==> src/rtl/core/ssr_pkg.sv <==
// ----------------------------------------------------------------------------
// ssr_pkg
// Shared constants, storage row types and controller/datapath interface
// structs of the signature/stride RRIP replacement unit.
// ----------------------------------------------------------------------------
`default_nettype none

package ssr_pkg;

  localparam int NUM_SETS     = 2048;
  localparam int NUM_WAYS     = 16;
  localparam int SIG_ENTRIES  = 8;
  localparam int STRIDE_DEPTH = 8;
  localparam int ADDR_BITS    = 48;

  localparam int SET_BITS    = $clog2(NUM_SETS);
  localparam int WAY_BITS    = 4;
  localparam int SIG_BITS    = 16;
  localparam int CNT_BITS    = 4;
  localparam int RRIP_BITS   = 2;
  localparam int THR_BITS    = 4;
  localparam int INS_BITS    = 5;
  localparam int STRIDE_BITS = ADDR_BITS + 1;
  localparam int SCNT_BITS   = $clog2(STRIDE_DEPTH + 1);
  localparam int SLOT_BITS   = (SIG_ENTRIES > 1) ? $clog2(SIG_ENTRIES) : 1;

  localparam logic [RRIP_BITS-1:0] RR_MAX  = 2'd3;
  localparam logic [RRIP_BITS-1:0] RR_MID  = 2'd2;
  localparam logic [RRIP_BITS-1:0] RR_NEAR = 2'd0;
  localparam logic [CNT_BITS-1:0]  COUNT_MAX = 4'd15;

  localparam logic [THR_BITS-1:0] REUSE_THR_RESET  = 4'd2;
  localparam logic [THR_BITS-1:0] STRIDE_THR_RESET = 4'd6;

  // register map, index = paddr[2]
  localparam logic REG_REUSE_THR  = 1'b0;
  localparam logic REG_STRIDE_THR = 1'b1;

  typedef struct packed {
    logic [RRIP_BITS-1:0] rrip;
    logic [SIG_BITS-1:0]  sig;
    logic [ADDR_BITS-1:0] addr;
  } way_entry_t;

  typedef way_entry_t [NUM_WAYS-1:0] way_row_t;

  typedef struct packed {
    logic                valid;
    logic [SIG_BITS-1:0] sig;
    logic [CNT_BITS-1:0] cnt;
  } rt_entry_t;

  typedef rt_entry_t [SIG_ENTRIES-1:0] rt_row_t;

  typedef logic [STRIDE_DEPTH-1:0][STRIDE_BITS-1:0] hist_row_t;

  typedef struct packed {
    logic [SCNT_BITS-1:0] scnt;
    logic [ADDR_BITS-1:0] prev;
    logic [INS_BITS-1:0]  ins;
  } set_meta_t;

  typedef struct packed {
    logic                load;
    logic                clear;
    logic [SET_BITS-1:0] clear_idx;
    logic                strm;
    logic                scan;
    logic [WAY_BITS-1:0] way_idx;
    logic                fin;
    logic                upd1;
    logic                upd2;
  } dp_cmd_t;

  typedef struct packed {
    logic scan_stop;
  } dp_stat_t;

endpackage

`default_nettype wire

==> src/rtl/core/ssr_ctrl.sv <==
// ----------------------------------------------------------------------------
// ssr_ctrl
// Sequencer: clearing pass, row fetch, way scan for queries and the two
// training steps for updates.
// ----------------------------------------------------------------------------
`default_nettype none

module ssr_ctrl (
  input  wire logic              clk,
  input  wire logic              rst,
  input  wire logic              start,
  input  wire logic              kind,
  input  wire ssr_pkg::dp_stat_t stat,
  output ssr_pkg::dp_cmd_t       cmd,
  output logic                   busy
);

  localparam logic [2:0] S_CLEAR = 3'd0;
  localparam logic [2:0] S_IDLE  = 3'd1;
  localparam logic [2:0] S_LOAD  = 3'd2;
  localparam logic [2:0] S_STRM  = 3'd3;
  localparam logic [2:0] S_SCAN  = 3'd4;
  localparam logic [2:0] S_FIN   = 3'd5;
  localparam logic [2:0] S_UPD1  = 3'd6;
  localparam logic [2:0] S_UPD2  = 3'd7;

  logic [2:0]                   state;
  logic [2:0]                   state_next;
  logic [ssr_pkg::SET_BITS-1:0] clr_idx;
  logic [ssr_pkg::WAY_BITS-1:0] wcnt;
  logic                         is_upd;

  always_comb begin
    state_next = state;
    case (state)
      S_CLEAR: begin
        if (clr_idx == ssr_pkg::SET_BITS'(ssr_pkg::NUM_SETS - 1)) state_next = S_IDLE;
      end
      S_IDLE: begin
        if (start) state_next = S_LOAD;
      end
      S_LOAD: state_next = is_upd ? S_UPD1 : S_STRM;
      S_STRM: state_next = S_SCAN;
      S_SCAN: begin
        if (stat.scan_stop || wcnt == ssr_pkg::WAY_BITS'(ssr_pkg::NUM_WAYS - 1)) begin
          state_next = S_FIN;
        end
      end
      S_FIN:  state_next = S_IDLE;
      S_UPD1: state_next = S_UPD2;
      S_UPD2: state_next = S_IDLE;
      default: state_next = S_IDLE;
    endcase
  end

  always_ff @(posedge clk) begin
    if (rst) begin
      state   <= S_CLEAR;
      clr_idx <= '0;
      wcnt    <= '0;
      is_upd  <= 1'b0;
    end else begin
      state <= state_next;
      if (state == S_CLEAR) clr_idx <= clr_idx + 1'b1;
      if (state == S_STRM) wcnt <= '0;
      if (state == S_SCAN) wcnt <= wcnt + 1'b1;
      if (state == S_IDLE && start) is_upd <= kind;
    end
  end

  assign busy = (state != S_IDLE);

  always_comb begin
    cmd           = '0;
    cmd.load      = (state == S_IDLE) && start;
    cmd.clear     = (state == S_CLEAR);
    cmd.clear_idx = clr_idx;
    cmd.strm      = (state == S_STRM);
    cmd.scan      = (state == S_SCAN);
    cmd.way_idx   = wcnt;
    cmd.fin       = (state == S_FIN);
    cmd.upd1      = (state == S_UPD1);
    cmd.upd2      = (state == S_UPD2);
  end

`ifndef NO_ASSERTIONS
  a_upd_two_steps: assert property (@(posedge clk) disable iff (rst)
    (state == S_UPD1) |=> (state == S_UPD2))
    else $error("update step skipped");
  a_scan_from_strm: assert property (@(posedge clk) disable iff (rst)
    (state == S_STRM) |=> (state == S_SCAN && wcnt == '0))
    else $error("scan did not start at way zero");
  a_reset_clears: assert property (@(posedge clk)
    rst |=> (state == S_CLEAR && clr_idx == '0))
    else $error("reset did not start clearing pass");
`endif

endmodule

`default_nettype wire

==> config.mk <==
export PLATFORM = sky130hd
export DESIGN_NAME = ssr_ctrl
export DESIGN_NICKNAME = d
export VERILOG_FILES = /design/src/rtl/core/ssr_pkg.sv /design/src/rtl/core/ssr_ctrl.sv
export SDC_FILE = /design/constraint.sdc
export NUM_CORES = 1
export LEC_CHECK = 0
export ABC_AREA = 1
export BUFFER_PORTS_ARGS = -buffer_cell sky130_fd_sc_hd__buf_2
export CAP_MARGIN = 20
export CORE_MARGIN = 4
export CORE_UTILIZATION = 50
export CTS_CLUSTER_SIZE = 28
export DETAILED_ROUTE_END_ITERATION = 10
export GPL_ROUTABILITY_DRIVEN = 1
export PLACE_DENSITY_LB_ADDON = 0.15
export SLEW_MARGIN = 5
export SYNTH_ARGS = -nofsm -noshare
export SYNTH_HDL_FRONTEND = slang
export SYNTH_SLANG_ARGS = --single-unit
export TNS_END_PERCENT = 10
==> constraint.sdc <==
create_clock -name clk -period 1.6 [get_ports clk]
set_input_delay 0.08 -clock clk [delete_from_list [all_inputs] [get_ports clk]]
set_output_delay 0.08 -clock clk [all_outputs]
set_load 0.02 [all_outputs]
==> out/qor.csv <==
stage,metric,value,unit
cts,cts_max_path_buffers,2,
drt,ant_nets,0,
layout,n_antenna_cell,0,
worst_setup_path,slowest_stage,dfxtp_1,
cts,clk_latency,0.29,ns
worst_setup_path,crit_path_cell_trace,"inv_1, nor3_2, inv_2, nor2_4, buf_2",
floorplan,rows,15,
sta,finalSetupViolations,0,
power,pwr-share-clk,31.3,%
sta,slew_headroom,76.1,%
cts,cts-root-buf,clkbuf_4,
floorplan,coreArea,1780,um^2
synthesis,syn-num-nets,144,
worst_setup_path,path_class,flip-flop to output port,
synthesis,ys_top_cells_by_area,"dfxtp_1 39%, nand2_1 10%, inv_1 7.3%",
worst_setup_path,crit_path_end_kind,output port,
job,cap_violations,0,
worst_setup_path,max_stage_delay,0.44,ns
power,p_int,0.589,mW
grt,gr-total-overflow,0,
power,ir_drop,0.564,mV
power,finalPower,0.774,mW
run_status,run_status,"finished, final reports clean",
drt,via_per_inst,4.96,
floorplan,fp.dieW,52.1,um
cts,h-tree-depth,1,
place,hpwl,1680,um
cts,cts_setup_buffers,0,
sta,max_freq,0.685,GHz
synthesis,synth_flop_cell,dfxtp_1,
grt,grt_pass1_vias,939,
sta,fin_crit_sh,91.2,%
power,power.density,667,nW/um^2
cts,clock_sinks,19,
place,gp_congestion,0.797,
drt,totalWireLength,2190,um
synthesis,seq_area_frac_synth,39.2,%
sta,rsz0062_at_grt,false,
place,port-buffer-count,27,
synthesis,async_flop_share,0,%
sta,finalHoldViolCount,0,
power,p_leak,0.552,nW
power,switching_share,23.9,%
synthesis,synth_top_area_share,39.2,%
power,switchingPower,0.185,mW
layout,final_common_cell,buf_2,
floorplan,num_io_pins,28,
floorplan,start_util,54.5,%
cts,path_clk_slew,0.11,ns
sta,tns,0,ns
cts,cts_tree,yes,
cts,cts_resized,0,
synthesis,ys_types,24,
layout,final_layout_size_suffix_gt1_share,25.7,%
drt,vias,953,
cts,cts_inserted_buffers,3,
grt,gr-usage-all-layers,19.6,%
worst_setup_path,crit_required,1.52,ns
worst_setup_path,critPathLaunchType,flip-flop,
power,pwr-share-seq,62.8,%
synthesis,syn_inst,137,
drt,first_pass_iters,5,
layout,areaGrowthSynthToFinish,19.6,%
drt,drtIter0Drc,9,
synthesis,synth_top_area_cell,dfxtp_1,
floorplan,die_h,52.1,um
grt,grt_max_degree,14,
synthesis,ys_warn_count,0,
synthesis,synth.ff_latch_count,19,
sta,skew,0.00102,ns
worst_setup_path,crit_family,flip-flops,
sta,slew_viol_final,0,
floorplan,die_area,2710,um^2
grt,antenna_found_initial,0,
min_path,hold_path.class,input pin to flip-flop,
layout,layout.nets,175,
worst_setup_path,cp_data_arrival_time,1.38,ns
drt,wl_per_cell,11.4,um
worst_setup_path,cp_max_fo,5,
layout,final_cell_mix,"27 x buf_2, 26 x nand2_1, 19 x inv_1, 19 x dfxtp_1, 18 x nor2_1",
power,comb_power_share,5.9,%
grt,grt_pass1_wl,3970,um
worst_setup_path,critPathBufInv,3,
synthesis,synth_edf_count,0,
drt,drc_errors,0,
synthesis,syn_area_per_cell,7.09,um^2
synthesis,synth_area,971,um^2
cts,postCtsHoldBufs,0,
sta,worstMarginPinSlew,0.358,ns
sta,period_needed,1.46,ns
-- flip-flops by register name, summed over array words and instances (netlist names) --
signal,flops
state,3
clr_idx,11
wcnt,4
is_upd,1
-- Yosys cell counts (2+ instances only) --
master   instances
nor2_1          18
nor3_1           3
nand3_1         10
o21ai_1          2
nand4_1          4
inv_2            2
dfxtp_1         19
inv_1           19
nand2_1         26
nor3_2           2
ha_1             2
o21ai_0          8
a21oi_1          9
nor2_4           3
-- layout make-up --
cell class / instances / area [um^2]
clock inverter: 1 / 5.00
clock buffer: 3 / 22.5
fill: 173 / 622
tap: 25 / 31.3
sequential: 19 / 380
multi-input combinational: 96 / 508
inverter: 21 / 78.8
timing repair buffer: 27 / 135
-- logic make-up after synthesis --
family | count (synthesis) | share of synthesized area, %
compound gates | 22 | 12.1
xor+xnor | 1 | 0.902
fa+ha+maj | 2 | 2.58
buf+inv | 22 | 8.51
flops | 19 | 39.2
simple gates | 71 | 36.7
-- final timing paths --
| path | from | endpoint | slack (ns) | depth (start not counted) |
|---|---|---|---|---|
| worst max-delay path | state[0] | cmd[21] | 0.14 | 5 |
| worst min-delay path | kind | is_upd | 0.02 | 3 |
| worst max register to register | clr_idx[0] | clr_idx[6] | 0.19 | 8 |
| worst min register to register | clr_idx[10] | clr_idx[10] | 0.49 | 2 |
-- stage by stage --
stage	instance area, um^2	util [%]	setup WS (ns)	hold WS (ns)	instances
6_report	1160	65.1	0.141	0.0180	192
5_1_grt	1160	65.1	0.0127	0.0205	192
4_1_cts	1160	65.1	0.138	0.0182	192
3_5_place_dp	1130	63.6	0.249	0.329	188
3_3_place_gp	1130	63.6	0.338	0.314	188
2_1_floorplan	971	-	0.211	0.149	137
-- per-layer routing --
layer  vias to the layer above  part of all wire, %  wire length (um)  track usage (%)
met3                         8                  5.4               119             3.72
met1                       412                   44               965             22.2
met2                        29                   48              1060             34.1
met5                         -                    0                 0                0
li1                        504                    -                 -                -
met4                         0                  2.1                45             10.9
-- power groups by stage --
stage               combinational, mW  sequential, mW  clock, mW
detailed placement             0.0460           0.497          0
global placement               0.0446           0.496          0
finish                         0.0457           0.486      0.242
global route                   0.0513           0.488      0.276
floorplan                      0.0195           0.504          0
CTS                            0.0462           0.486      0.251
-- tightest hold or removal path: cells and delay by family --
kind	cells	cell delay (ns)
buffers and inverters	1	0.08
and+or+nand+nor	2	0.13
Note: power is estimated with default switching activity, not from simulation.
